File: config.mk
export PLATFORM = sky130hd
export DESIGN_NAME = gsm7_septet_text_packer_core_flat
export DESIGN_NICKNAME = d
export VERILOG_FILES = /design/src/rtl/core/gsm7_pkg.sv /design/src/rtl/core/gsm7_if.sv /design/src/rtl/core/gsm7_front.sv /design/src/rtl/core/gsm7_cmd_fifo.sv /design/src/rtl/core/gsm7_back.sv /design/src/rtl/core/gsm7_septet_text_packer_core.sv /design/src/flat_wrapper.sv
export SDC_FILE = /design/constraint.sdc
export NUM_CORES = 1
export LEC_CHECK = 0
export ABC_CLOCK_PERIOD_IN_PS = 4100
export BUFFER_PORTS_ARGS = -buffer_cell sky130_fd_sc_hd__buf_4
export CELL_PAD_IN_SITES_DETAIL_PLACEMENT = 2
export CELL_PAD_IN_SITES_GLOBAL_PLACEMENT = 2
export CORE_ASPECT_RATIO = 0.5
export CORE_MARGIN = 1.5
export CORE_UTILIZATION = 37
export CTS_BUF_LIST = sky130_fd_sc_hd__clkbuf_16
export DETAILED_ROUTE_END_ITERATION = 10
export PLACE_DENSITY = 0.87
export SLEW_MARGIN = 0
export SYNTH_ARGS = -nofsm -noshare
export SYNTH_HDL_FRONTEND = slang
export SYNTH_HIERARCHICAL = 1
export SYNTH_SLANG_ARGS = --single-unit
export TNS_END_PERCENT = 10
File: constraint.sdc
create_clock -name clk -period 4.1 [get_ports clk]
set_clock_uncertainty 0.1 [all_clocks]
set_input_delay 1.025 -clock clk [delete_from_list [all_inputs] [get_ports clk]]
set_output_delay 1.025 -clock clk [all_outputs]
set_load 0.02 [all_outputs]
File: src/rtl/core/gsm7_pkg.sv
// Shared types, constants and the code point to septet mapping of the GSM 7-bit text packer.
// Used by the channel interfaces and by every module of rtl/core.
package gsm7_pkg;

	localparam int CP_W    = 21;
	localparam int SEP_W   = 7;
	localparam int OCT_W   = 8;
	localparam int CNT_W   = 8;
	localparam int PCNT_W  = 3;
	localparam int RES_MAX = 3;

	localparam logic [SEP_W-1:0] ESC_SEPTET = 7'h1B;
	localparam logic [CNT_W-1:0] COUNT_MAX  = 8'hFF;

	// Default depth of the command queue between front and back.
	localparam int QUEUE_DEPTH_DEF = 2;

	typedef enum logic [1:0] {
		KIND_NONE,
		KIND_PLAIN,
		KIND_ESCAPED
	} kind_t;

	typedef struct packed {
		kind_t             kind;
		logic [SEP_W-1:0]  septet;
	} map_t;

	typedef struct packed {
		kind_t             kind;
		logic [SEP_W-1:0]  septet;
		logic              last;
	} cmd_t;

	typedef struct packed {
		logic [OCT_W-1:0]  octet;
		logic              octet_valid;
		logic              message_done;
		logic [CNT_W-1:0]  septet_total;
	} res_t;

	// Maps a code point to a default-alphabet septet, to an extension septet
	// that follows the escape, or to nothing.
	function automatic map_t map_code_point(input logic [CP_W-1:0] cp);
		map_t r;
		r.kind   = KIND_PLAIN;
		r.septet = cp[SEP_W-1:0];
		if (cp inside {[21'h20:21'h23], [21'h25:21'h3F], [21'h41:21'h5A],
				[21'h61:21'h7A], 21'h0A, 21'h0D}) begin
			r.septet = cp[SEP_W-1:0];
		end else begin
			case (cp)
				21'h000040: r.septet = 7'h00;
				21'h0000A3: r.septet = 7'h01;
				21'h000024: r.septet = 7'h02;
				21'h0000A5: r.septet = 7'h03;
				21'h0000E8: r.septet = 7'h04;
				21'h0000E9: r.septet = 7'h05;
				21'h0000F9: r.septet = 7'h06;
				21'h0000EC: r.septet = 7'h07;
				21'h0000F2: r.septet = 7'h08;
				21'h0000C7: r.septet = 7'h09;
				21'h0000D8: r.septet = 7'h0B;
				21'h0000F8: r.septet = 7'h0C;
				21'h0000C5: r.septet = 7'h0E;
				21'h0000E5: r.septet = 7'h0F;
				21'h000394: r.septet = 7'h10;
				21'h00005F: r.septet = 7'h11;
				21'h0003A6: r.septet = 7'h12;
				21'h000393: r.septet = 7'h13;
				21'h00039B: r.septet = 7'h14;
				21'h0003A9: r.septet = 7'h15;
				21'h0003A0: r.septet = 7'h16;
				21'h0003A8: r.septet = 7'h17;
				21'h0003A3: r.septet = 7'h18;
				21'h000398: r.septet = 7'h19;
				21'h00039E: r.septet = 7'h1A;
				21'h0000C6: r.septet = 7'h1C;
				21'h0000E6: r.septet = 7'h1D;
				21'h0000DF: r.septet = 7'h1E;
				21'h0000C9: r.septet = 7'h1F;
				21'h0000A4: r.septet = 7'h24;
				21'h0000A1: r.septet = 7'h40;
				21'h0000C4: r.septet = 7'h5B;
				21'h0000D6: r.septet = 7'h5C;
				21'h0000D1: r.septet = 7'h5D;
				21'h0000DC: r.septet = 7'h5E;
				21'h0000A7: r.septet = 7'h5F;
				21'h0000BF: r.septet = 7'h60;
				21'h0000E4: r.septet = 7'h7B;
				21'h0000F6: r.septet = 7'h7C;
				21'h0000F1: r.septet = 7'h7D;
				21'h0000FC: r.septet = 7'h7E;
				21'h0000E0: r.septet = 7'h7F;
				21'h00000C: begin r.kind = KIND_ESCAPED; r.septet = 7'h0A; end
				21'h00005E: begin r.kind = KIND_ESCAPED; r.septet = 7'h14; end
				21'h00007B: begin r.kind = KIND_ESCAPED; r.septet = 7'h28; end
				21'h00007D: begin r.kind = KIND_ESCAPED; r.septet = 7'h29; end
				21'h00005C: begin r.kind = KIND_ESCAPED; r.septet = 7'h2F; end
				21'h00005B: begin r.kind = KIND_ESCAPED; r.septet = 7'h3C; end
				21'h00007E: begin r.kind = KIND_ESCAPED; r.septet = 7'h3D; end
				21'h00005D: begin r.kind = KIND_ESCAPED; r.septet = 7'h3E; end
				21'h00007C: begin r.kind = KIND_ESCAPED; r.septet = 7'h40; end
				21'h0020AC: begin r.kind = KIND_ESCAPED; r.septet = 7'h65; end
				default: begin r.kind = KIND_NONE; r.septet = '0; end
			endcase
		end
		return r;
	endfunction

endpackage

File: src/rtl/core/gsm7_if.sv
// Valid/ready channel interfaces of the GSM 7-bit text packer: characters in, octets out.
// Depends on gsm7_pkg for field widths.
interface gsm7_in_if import gsm7_pkg::*; ();
	logic             valid;
	logic             ready;
	logic [CP_W-1:0]  code_point;
	logic             end_of_text;

	modport source (output valid, code_point, end_of_text, input ready);
	modport sink (input valid, code_point, end_of_text, output ready);
endinterface

interface gsm7_out_if import gsm7_pkg::*; ();
	logic             valid;
	logic             ready;
	logic [OCT_W-1:0] octet;
	logic             octet_valid;
	logic             run_last;
	logic             message_done;
	logic [CNT_W-1:0] septet_total;

	modport source (output valid, octet, octet_valid, run_last, message_done, septet_total,
		input ready);
	modport sink (input valid, octet, octet_valid, run_last, message_done, septet_total,
		output ready);
	modport mon (input valid, ready, octet, octet_valid, run_last, message_done,
		septet_total);
endinterface

File: src/rtl/core/gsm7_front.sv
// Front end: takes character items, classifies each code point and writes a command.
// Depends on gsm7_pkg and gsm7_in_if.
module gsm7_front import gsm7_pkg::*; (
	gsm7_in_if.sink  chars,
	input  logic     queue_full,
	output logic     push,
	output cmd_t     push_cmd
);

	map_t mapped;

	always_comb begin
		mapped          = map_code_point(chars.code_point);
		push_cmd.kind   = mapped.kind;
		push_cmd.septet = mapped.septet;
		push_cmd.last   = chars.end_of_text;
	end

	assign chars.ready = !queue_full;
	assign push        = chars.valid && !queue_full;

endmodule

File: src/rtl/core/gsm7_cmd_fifo.sv
// Short command queue that decouples the classifying front end from the packing back end.
// Depends on gsm7_pkg for the command type.
module gsm7_cmd_fifo import gsm7_pkg::*; #(
	parameter int DEPTH = QUEUE_DEPTH_DEF
) (
	input  logic clk,
	input  logic arst_n,
	input  logic push,
	input  cmd_t push_cmd,
	input  logic pop,
	output logic full,
	output logic empty,
	output cmd_t head
);

	localparam int AW = (DEPTH > 1) ? $clog2(DEPTH) : 1;
	localparam int CW = $clog2(DEPTH + 1);

	cmd_t          slot_q [DEPTH];
	logic [AW-1:0] wr_ptr_q;
	logic [AW-1:0] rd_ptr_q;
	logic [CW-1:0] count_q;

	assign full  = (count_q == CW'(DEPTH));
	assign empty = (count_q == '0);
	assign head  = slot_q[rd_ptr_q];

	always_ff @(posedge clk) begin
		if (push) begin
			slot_q[wr_ptr_q] <= push_cmd;
		end
	end

	always_ff @(posedge clk or negedge arst_n) begin
		if (!arst_n) begin
			wr_ptr_q <= '0;
			rd_ptr_q <= '0;
			count_q  <= '0;
		end else begin
			if (push) begin
				wr_ptr_q <= (wr_ptr_q == AW'(DEPTH - 1)) ? '0 : wr_ptr_q + 1'b1;
			end
			if (pop) begin
				rd_ptr_q <= (rd_ptr_q == AW'(DEPTH - 1)) ? '0 : rd_ptr_q + 1'b1;
			end
			if (push && !pop) begin
				count_q <= count_q + 1'b1;
			end else if (pop && !push) begin
				count_q <= count_q - 1'b1;
			end
		end
	end

endmodule

File: src/rtl/core/gsm7_back.sv
// Back end: packs septets into octets, queues up to three results per item, drives the output.
// Depends on gsm7_pkg and gsm7_out_if.
module gsm7_back import gsm7_pkg::*; (
	input  logic        clk,
	input  logic        arst_n,
	input  logic        cmd_avail,
	input  cmd_t        cmd,
	output logic        pop,
	gsm7_out_if.source  octets
);

	localparam int ACC_W = SEP_W + 2 * SEP_W;

	logic [SEP_W-1:0]  pend_bits_q;
	logic [PCNT_W-1:0] pend_count_q;
	logic [CNT_W-1:0]  septet_count_q;
	res_t              res_q [RES_MAX];
	logic [1:0]        res_n_q;
	logic              out_valid_q;

	logic [1:0]        n_sep;
	logic [2*SEP_W-1:0] sep_bits;
	logic [ACC_W-1:0]  acc;
	logic [ACC_W-1:0]  acc_rest;
	logic [4:0]        total_bits;
	logic [1:0]        n_full;
	logic [PCNT_W-1:0] rem_count;
	logic [SEP_W-1:0]  rem_bits;
	logic [CNT_W:0]    count_sum;
	logic [CNT_W-1:0]  count_new;
	res_t              tail;
	res_t              slot [RES_MAX];
	logic [1:0]        n_new;
	logic              emit;

	always_comb begin
		case (cmd.kind)
			KIND_PLAIN: begin
				n_sep    = 2'd1;
				sep_bits = {{SEP_W{1'b0}}, cmd.septet};
			end
			KIND_ESCAPED: begin
				n_sep    = 2'd2;
				sep_bits = {cmd.septet, ESC_SEPTET};
			end
			default: begin
				n_sep    = 2'd0;
				sep_bits = '0;
			end
		endcase

		// Bits are concatenated least significant first, so the whole item
		// packs in one shift of its septets above the pending bits.
		acc        = ACC_W'(pend_bits_q) | (ACC_W'(sep_bits) << pend_count_q);
		total_bits = 5'(pend_count_q) + ((n_sep == 2'd2) ? 5'd14 :
			(n_sep == 2'd1) ? 5'd7 : 5'd0);
		n_full     = total_bits[4:3];
		rem_count  = total_bits[2:0];
		acc_rest   = acc >> {n_full, 3'b000};
		rem_bits   = acc_rest[SEP_W-1:0];

		count_sum  = {1'b0, septet_count_q} + (CNT_W + 1)'(n_sep);
		count_new  = (count_sum > (CNT_W + 1)'(COUNT_MAX)) ? COUNT_MAX : count_sum[CNT_W-1:0];

		tail.octet        = (rem_count != '0) ? {1'b0, rem_bits} : '0;
		tail.octet_valid  = (rem_count != '0);
		tail.message_done = 1'b0;
		tail.septet_total = '0;

		for (int i = 0; i < RES_MAX; i++) begin
			slot[i] = '0;
		end
		case (n_full)
			2'd0: begin
				slot[0] = tail;
			end
			2'd1: begin
				slot[0] = '{octet: acc[7:0], octet_valid: 1'b1, message_done: 1'b0,
					septet_total: '0};
				slot[1] = tail;
			end
			default: begin
				slot[0] = '{octet: acc[7:0], octet_valid: 1'b1, message_done: 1'b0,
					septet_total: '0};
				slot[1] = '{octet: acc[15:8], octet_valid: 1'b1, message_done: 1'b0,
					septet_total: '0};
				slot[2] = tail;
			end
		endcase

		n_new = n_full + 2'((cmd.last && (rem_count != '0 || n_full == 2'd0)) ? 1 : 0);
		if (cmd.last) begin
			slot[n_new - 2'd1].message_done = 1'b1;
			slot[n_new - 2'd1].septet_total = count_new;
		end
	end

	assign emit = (res_n_q != 2'd0) && (!out_valid_q || octets.ready);
	assign pop  = cmd_avail && ((res_n_q == 2'd0) || (res_n_q == 2'd1 && emit));

	always_ff @(posedge clk or negedge arst_n) begin
		if (!arst_n) begin
			pend_bits_q    <= '0;
			pend_count_q   <= '0;
			septet_count_q <= '0;
			res_n_q        <= '0;
			out_valid_q    <= 1'b0;
		end else begin
			if (pop) begin
				res_n_q <= n_new;
				if (cmd.last) begin
					pend_bits_q    <= '0;
					pend_count_q   <= '0;
					septet_count_q <= '0;
				end else begin
					pend_bits_q    <= rem_bits;
					pend_count_q   <= rem_count;
					septet_count_q <= count_new;
				end
			end else if (emit) begin
				res_n_q <= res_n_q - 2'd1;
			end
			if (emit) begin
				out_valid_q <= 1'b1;
			end else if (octets.ready) begin
				out_valid_q <= 1'b0;
			end
		end
	end

	always_ff @(posedge clk) begin
		if (pop) begin
			for (int i = 0; i < RES_MAX; i++) begin
				res_q[i] <= slot[i];
			end
		end else if (emit) begin
			for (int i = 0; i < RES_MAX - 1; i++) begin
				res_q[i] <= res_q[i+1];
			end
		end
		if (emit) begin
			octets.octet        <= res_q[0].octet;
			octets.octet_valid  <= res_q[0].octet_valid;
			octets.message_done <= res_q[0].message_done;
			octets.septet_total <= res_q[0].septet_total;
			octets.run_last     <= (res_n_q == 2'd1);
		end
	end

	assign octets.valid = out_valid_q;

endmodule

File: src/rtl/core/gsm7_septet_text_packer_core.sv
// GSM 7-bit text packer. An accepted item passes through the command queue, the back end's
// result buffer and its output register before its first result appears. The back end pops a
// new item when it holds no result or hands out its last; each item causes 0 to 3 results.
// Reset (arst_n low, asynchronous) empties the queue, drops queued results and clears the
// pending bits and septet counter; the block accepts items in the first cycle after reset.
module gsm7_septet_text_packer_core import gsm7_pkg::*; #(
	parameter int QUEUE_DEPTH = QUEUE_DEPTH_DEF
) (
	input  logic        clk,
	input  logic        arst_n,
	gsm7_in_if.sink     chars,
	gsm7_out_if.source  octets
);

	// The front end maps each code point to a command: nothing, one plain
	// septet, or an escape followed by an extension septet. The end of text
	// flag travels with the command.
	logic push;
	cmd_t push_cmd;
	logic queue_full;
	logic queue_empty;
	logic pop;
	cmd_t head;

	gsm7_front u_front (
		.chars      (chars),
		.queue_full (queue_full),
		.push       (push),
		.push_cmd   (push_cmd)
	);

	// The queue lets the front keep taking characters while the back end is
	// still draining the octets of an escaped character or a flush.
	gsm7_cmd_fifo #(
		.DEPTH (QUEUE_DEPTH)
	) u_queue (
		.clk      (clk),
		.arst_n   (arst_n),
		.push     (push),
		.push_cmd (push_cmd),
		.pop      (pop),
		.full     (queue_full),
		.empty    (queue_empty),
		.head     (head)
	);

	// The back end packs a whole command in the cycle it is popped, keeps up
	// to three results in a small buffer and hands them out one per cycle while
	// the output is not stalled. The last result of the message carries the septet count.
	gsm7_back u_back (
		.clk       (clk),
		.arst_n    (arst_n),
		.cmd_avail (!queue_empty),
		.cmd       (head),
		.pop       (pop),
		.octets    (octets)
	);

endmodule

File: src/flat_wrapper.sv
// flat-port wrapper written by rule: the top's interface ports become plain ports
module gsm7_septet_text_packer_core_flat import gsm7_pkg::*;
#(
	parameter int QUEUE_DEPTH = QUEUE_DEPTH_DEF
)
  (clk, arst_n, chars_valid, chars_code_point, chars_end_of_text, chars_ready, octets_valid, octets_octet, octets_octet_valid, octets_run_last, octets_message_done, octets_septet_total, octets_ready);
  gsm7_in_if chars_i ();
  gsm7_out_if octets_i ();
  input  logic clk;
  input  logic arst_n;
  input wire logic [$bits(chars_i.valid)-1:0] chars_valid;
  input wire logic [$bits(chars_i.code_point)-1:0] chars_code_point;
  input wire logic [$bits(chars_i.end_of_text)-1:0] chars_end_of_text;
  output wire logic [$bits(chars_i.ready)-1:0] chars_ready;
  output wire logic [$bits(octets_i.valid)-1:0] octets_valid;
  output wire logic [$bits(octets_i.octet)-1:0] octets_octet;
  output wire logic [$bits(octets_i.octet_valid)-1:0] octets_octet_valid;
  output wire logic [$bits(octets_i.run_last)-1:0] octets_run_last;
  output wire logic [$bits(octets_i.message_done)-1:0] octets_message_done;
  output wire logic [$bits(octets_i.septet_total)-1:0] octets_septet_total;
  input wire logic [$bits(octets_i.ready)-1:0] octets_ready;
  assign chars_i.valid = chars_valid;
  assign chars_i.code_point = chars_code_point;
  assign chars_i.end_of_text = chars_end_of_text;
  assign chars_ready = chars_i.ready;
  assign octets_valid = octets_i.valid;
  assign octets_octet = octets_i.octet;
  assign octets_octet_valid = octets_i.octet_valid;
  assign octets_run_last = octets_i.run_last;
  assign octets_message_done = octets_i.message_done;
  assign octets_septet_total = octets_i.septet_total;
  assign octets_i.ready = octets_ready;
  gsm7_septet_text_packer_core #(.QUEUE_DEPTH(QUEUE_DEPTH)) u_core (.clk(clk), .arst_n(arst_n), .chars(chars_i), .octets(octets_i));
endmodule
# Word-level counts from Yosys, hierarchy flattened
# Memories as Yosys holds them, arrays and structs flattened. A register that Yosys moved wholly into a read port is not among the register bits.
# Cells that the tools add are included.
# W data, S select, Z words.
# totals
ff_bits,26
latchBits,0
ram_bits,74
romBits,0
inputBits,26
output_inout_bits,21
word_cells,173
n_memories,2
# memory_table
memory,depth,word_bits,read_ports,rd_clocked_by_memory_dff,write_ports,line,text
u_core.u_back.res_q,3,18,3,1,3,gsm7_back.sv:17,res_t res_q [RES_MAX];
u_core.u_queue.slot_q,2,10,1,0,1,gsm7_cmd_fifo.sv:19,cmd_t slot_q [DEPTH];
# op_classes
addsub,9
multipliers,0
n_div,0
order_cmp,11
n_eq_ne,61
shifts,2
mux,41
bitwise,4
reduce_logical,34
# op_table
op,n
$eq A21 B8 Y1 const B,29
$pmux W7 S49,1
$eq A21 B10 Y1 const B,10
$eq A21 B7 Y1 const B,10
$bwmux W54,2
$demux W18 S2,2
$eq A21 B4 Y1 const B,3
$mux W18,3
$mux W54,1
$ge A21 B6 Y1 const B,2
$ge A21 B7 Y1 const B,2
$le A21 B6 Y1 const B,2
$le A21 B7 Y1 const B,2
$reduce_or A42 Y1,1
$pmux W18 S2,1
$pmux W14 S2,1
$mux W8,3
$eq A21 B14 Y1 const B,1
$eq A21 B6 Y1 const B,1
$mux W7,3
$or A7 B21 Y21,1
$shl A14 B3 Y21,1
$shr A21 B5 Y7,1
$mux W17,1
28 further kinds,78

# Depth between registers and ports, before layout
# An unclocked memory read counts as a cell.
# depth
word_depth,22
mapped_depth,15
mapped_depth_nobuf,13

# Modules after synthesis
# Netlist, hierarchy kept.
# by_module_without_submodules
mod,n_inst,cells_each,area_each_um2,seq_area_each_um2
gsm7_back,1,430,4895.9,2687.6
gsm7_front,1,231,1632.8,0.0
gsm7_cmd_fifo,1,47,947.2,700.7
gsm7_septet_text_packer_core,1,1,3.8,0.0

# Worst setup path after synthesis
# Ideal clock, no wire load.
# synth_path
path_kind,register to register
start,reg u_core.u_queue.rd_ptr_q
end,mem u_core/u_back/res_q[1][6] (netlist name) (data pin)
setup_time_ns,0.153
arrival_ns,3.720
required_ns,3.847
path_slack_ns,0.128
path_stages_with_launch,14
n_path_buf,2
synth_period_minus_slack_ns,3.972
cell_sequence,dfrtp_1 -> buf_6 -> mux2_4 -> ha_1 -> buf_2 -> inv_1 -> fa_1 -> xor2_1 -> nor3_1 -> a31oi_1 -> ha_1 -> xnor2_2 -> or4b_1 -> o21ai_0
# synth_lines
element,line,text
start: declaration,gsm7_cmd_fifo.sv:21,logic [AW-1:0] rd_ptr_q;
start signal: assignment,gsm7_cmd_fifo.sv:44,rd_ptr_q <= (rd_ptr_q == AW'(DEPTH - 1)) ? '0 : rd_ptr_q + 1'b1;
end: declaration,gsm7_back.sv:17,

==> impl_metrics.ini <==
[placed_design]
dpl.hpwl_um = 16260
io_buffers = 46
pre_cts_slack_ns = 0.1324
dpl-instance-area_um2 = 7959
gp_congestion = 0.9173

[timing]
fin_crit_sh = 0.9488
fin_ws_ns = 0.2100
finalHoldViolations = 0
fmax_ghz = 0.2571
fin_crit_ns = 3.890
setup_viol = 0
slew_headroom = 0.3101
fin_setup_tns_ns = 0
holdWs_ns = 0.3206
maxSlewViolCount = 0
grt_setup_unrepaired = false
tightest_slew_ns = 1.034

[pwr]
power.density_nw_per_um2 = 787.6
cellLeakagePower_nw = 3.204
vdd_drop_max_uv = 354.5

[clock_tree]
tritoncts = yes
post_cts_buffers = 0
numClockSinks = 117
cts_buffer_depth = 2
clkLatencyLatePin_ns = 0.42
cts.hold.buffers_added = 0
cts_max_level = 4
numCtsBuffers = 17
cts-root-buf = clkbuf_16
path_clk_slew_ns = 0.06

[setup_path]
timing.critical_path.to_type = flop
worstPathMaxFanout = 6
required_ns = 4.25
cp_top_family = adder cells
crit_start = u_core/u_queue/rd_ptr_q$_DFFE_PN0P_
crit_path_frequent_cell = ha_1
reg2reg_depth = 11
cp.depth = 11
criticalPathCategory = flop to flop
worstReg2RegStart = u_core/u_queue/rd_ptr_q$_DFFE_PN0P_
max_stage_delay_ns = 0.53
critical_path_arrival_ns = 4.04
crit_slowest_cell = or4b_4
cp-start-kind = flop
cp_cell_sequence = mux2_4 > ha_1 > ha_1 > fa_1 > xor2_1 > nor3_2 > a31oi_1 > ha_1 > xnor2_4 > or4b_4 > o21ai_0
crit_buf_inv = 0

[outcome]
status = finished, final reports clean

[drt]
routedWlPerCell_um = 23.84
via_per_inst = 6.115
ant_nets = 0
vias = 6256
wirelength_um = 24390
drcViolationCount = 0
drtIter0Drc = 344
drt-pass1-iter-count = 5

[die]
die_h_um = 103.5
initial_core_util = 0.3809
rows = 36
die_area_um2 = 21130
io_pins = 47
die-width_um = 204.1
coreArea_um2 = 19640

[layout]
fin_util = 0.4355
final_area_um2 = 8552
synthToLayoutAreaGrowth_pct = 14.34
drive_above_1_share = 0.2021
final_net_count = 784
final_cell_mix = edfxtp_1 (92), buf_4 (62), nand2_1 (62)
mostFrequentLayoutCell = edfxtp_1
antenna_cells = 0

[yosys]
yosysUniqueCellTypes = 102
synth-edff-count = 92
syn_inst = 709
yosysTopAreaCell = edfxtp_1
ys_ff_latch = 117
syn-cell-area_um2 = 7480
yosysWarnings = 6
synth_ff_type = edfxtp_1
syn-mean-instance-area_um2 = 10.55
async_flop_share = 0.2137
yosys-top-cells-area = edfxtp_1 (37%), dfrtp_1 (8.4%), nand2_1 (3.1%), nor2_1 (2.7%), o21ai_0 (2.3%)
synth_top_area_share = 0.3694
yosysSeqAreaShare = 0.4530

[hold_path]
hold_path_depth = 0
min_from = u_core/u_back/res_q[0][6]$_DFFE_PP_
hp-class = flop to flop

[grt]
grt_use_total = 0.2381
grt_overflow = 0
grt_pass1_vias = 6571
antenna_found_initial = 0
grt_max_degree = 45
grt_pass1_wl_um = 38670

[flow_run]
maxCapViolCount = 0
[cells in the mapped netlist (4+ instances only)]
master	count
a211oi_1	9
or4_1	4
o31ai_1	6
mux2_2	7
nor3b_1	4
xor2_1	11
nand3_1	19
buf_2	18
a221o_1	4
or2_2	6
a21oi_1	29
nand3b_1	5
nor3_1	16
clkbuf_1	6
and2_1	7
o21ai_0	35
o221ai_1	4
ha_1	12
nor2b_1	10
nand2b_1	10
a22o_1	18
edfxtp_1	92
or3_1	7
dfrtp_1	25
a21o_1	10
o21ai_1	6
nand2_1	62
a31oi_1	9
buf_6	10
nor4_1	6
nand4_1	15
o22ai_1	7
xnor2_1	4
mux2_4	10
mux2i_1	7
nor4bb_1	12
nor2_1	54
or3b_1	4
nor4b_1	6
o211ai_1	4
buf_4	8
inv_1	22
[routing by layer]
metal / track usage / up-vias / wire [um]
li1: - / 2800 / -
met1: 0.3062 / 3200 / 10780
met2: 0.3933 / 197 / 11700
met3: 0.04814 / 59 / 1153
met4: 0.09506 / 0 / 759
met5: 0 / - / 0
[power by group]
group	internal [mW]	leakage [nW]	switching, mW
clock	0.848	0.275	0.606
combinational	1.04	1.68	2.06
sequential	1.98	1.25	0.206
[logic make-up after synthesis]
family,Yosys count,synth area share
multiplexers,26,0.04600
XOR/XNOR,16,0.01974
buffers and inverters,72,0.05688
AND/OR/NAND/NOR,276,0.2160
AO/OA/AOI/OAI,187,0.1825
flip-flops,117,0.4530
other,1,0.0005014
adder cells (fa/ha/maj),14,0.02543
[stage by stage]
stage | std cells | total power [mW]
after floorplan | 710 | 4.133
after global placement | 991 | 4.871
after detailed placement | 991 | 5.104
after CTS | 1023 | 6.714
after global routing | 1023 | 7.078
final | 1023 | 6.735
[cell type report]
cell class	count	area, um^2
Tap cell	266	332.8
Clock inverter	15	146.4
Timing Repair Buffer	62	465.4
Inverter	25	93.84
Clock buffer	17	425.4
Multi-Input combinational cell	521	3699
Fill cell	2074	11090
Sequential cell	117	3390
[sequential cells by signal, summed over array words and instances, names as in the netlist]
register / flops
u_core/u_back/res_q: 53
u_core/u_queue/slot_q: 20
u_core/u_back/octets.octet: 8
u_core/u_back/octets.septet_total: 8
u_core/u_back/septet_count_q: 8
u_core/u_back/pend_bits_q: 7
u_core/u_back/pend_count_q: 3
u_core/u_back/res_n_q: 2
u_core/u_queue/count_q: 2
u_core/u_back/octets.message_done: 1
u_core/u_back/octets.octet_valid: 1
u_core/u_back/octets.run_last: 1
u_core/u_back/octets.valid: 1
u_core/u_queue/rd_ptr_q: 1
u_core/u_queue/wr_ptr_q: 1
[timing repair]
item,in CTS,in global routing
endpoints found under the setup margin,1,10
resized for setup,0,6
pin swaps,1,0
[worst register-to-register path: stages (launching register included)]
cell and delay, ns:
dfrtp_2 0.46, mux2_4 0.33, ha_1 0.24, ha_1 0.25
fa_1 0.47, xor2_1 0.33, nor3_2 0.09, a31oi_1 0.23
ha_1 0.28, xnor2_4 0.17, or4b_4 0.53, o21ai_0 0.23
[final timing paths]
| kind | endpoint | slack (ns) |
|---|---|---|
| max in group asynchronous | u_core/u_queue/rd_ptr_q$_DFFE_PN0P_ | 3.19 |
| max reg2reg | u_core/u_back/res_q[1][6]$_DFFE_PP_ | 0.21 |
| min in group asynchronous | u_core/u_queue/count_q[0]$_DFFE_PN0P_ | 0.42 |
| min | u_core/u_back/octets.septet_total[6]$_DFFE_PP_ | 0.32 |
| max | u_core/u_back/res_q[1][6]$_DFFE_PP_ | 0.21 |
| min reg2reg | u_core/u_back/octets.septet_total[6]$_DFFE_PP_ | 0.32 |
Power figures use the tool's default switching activity.
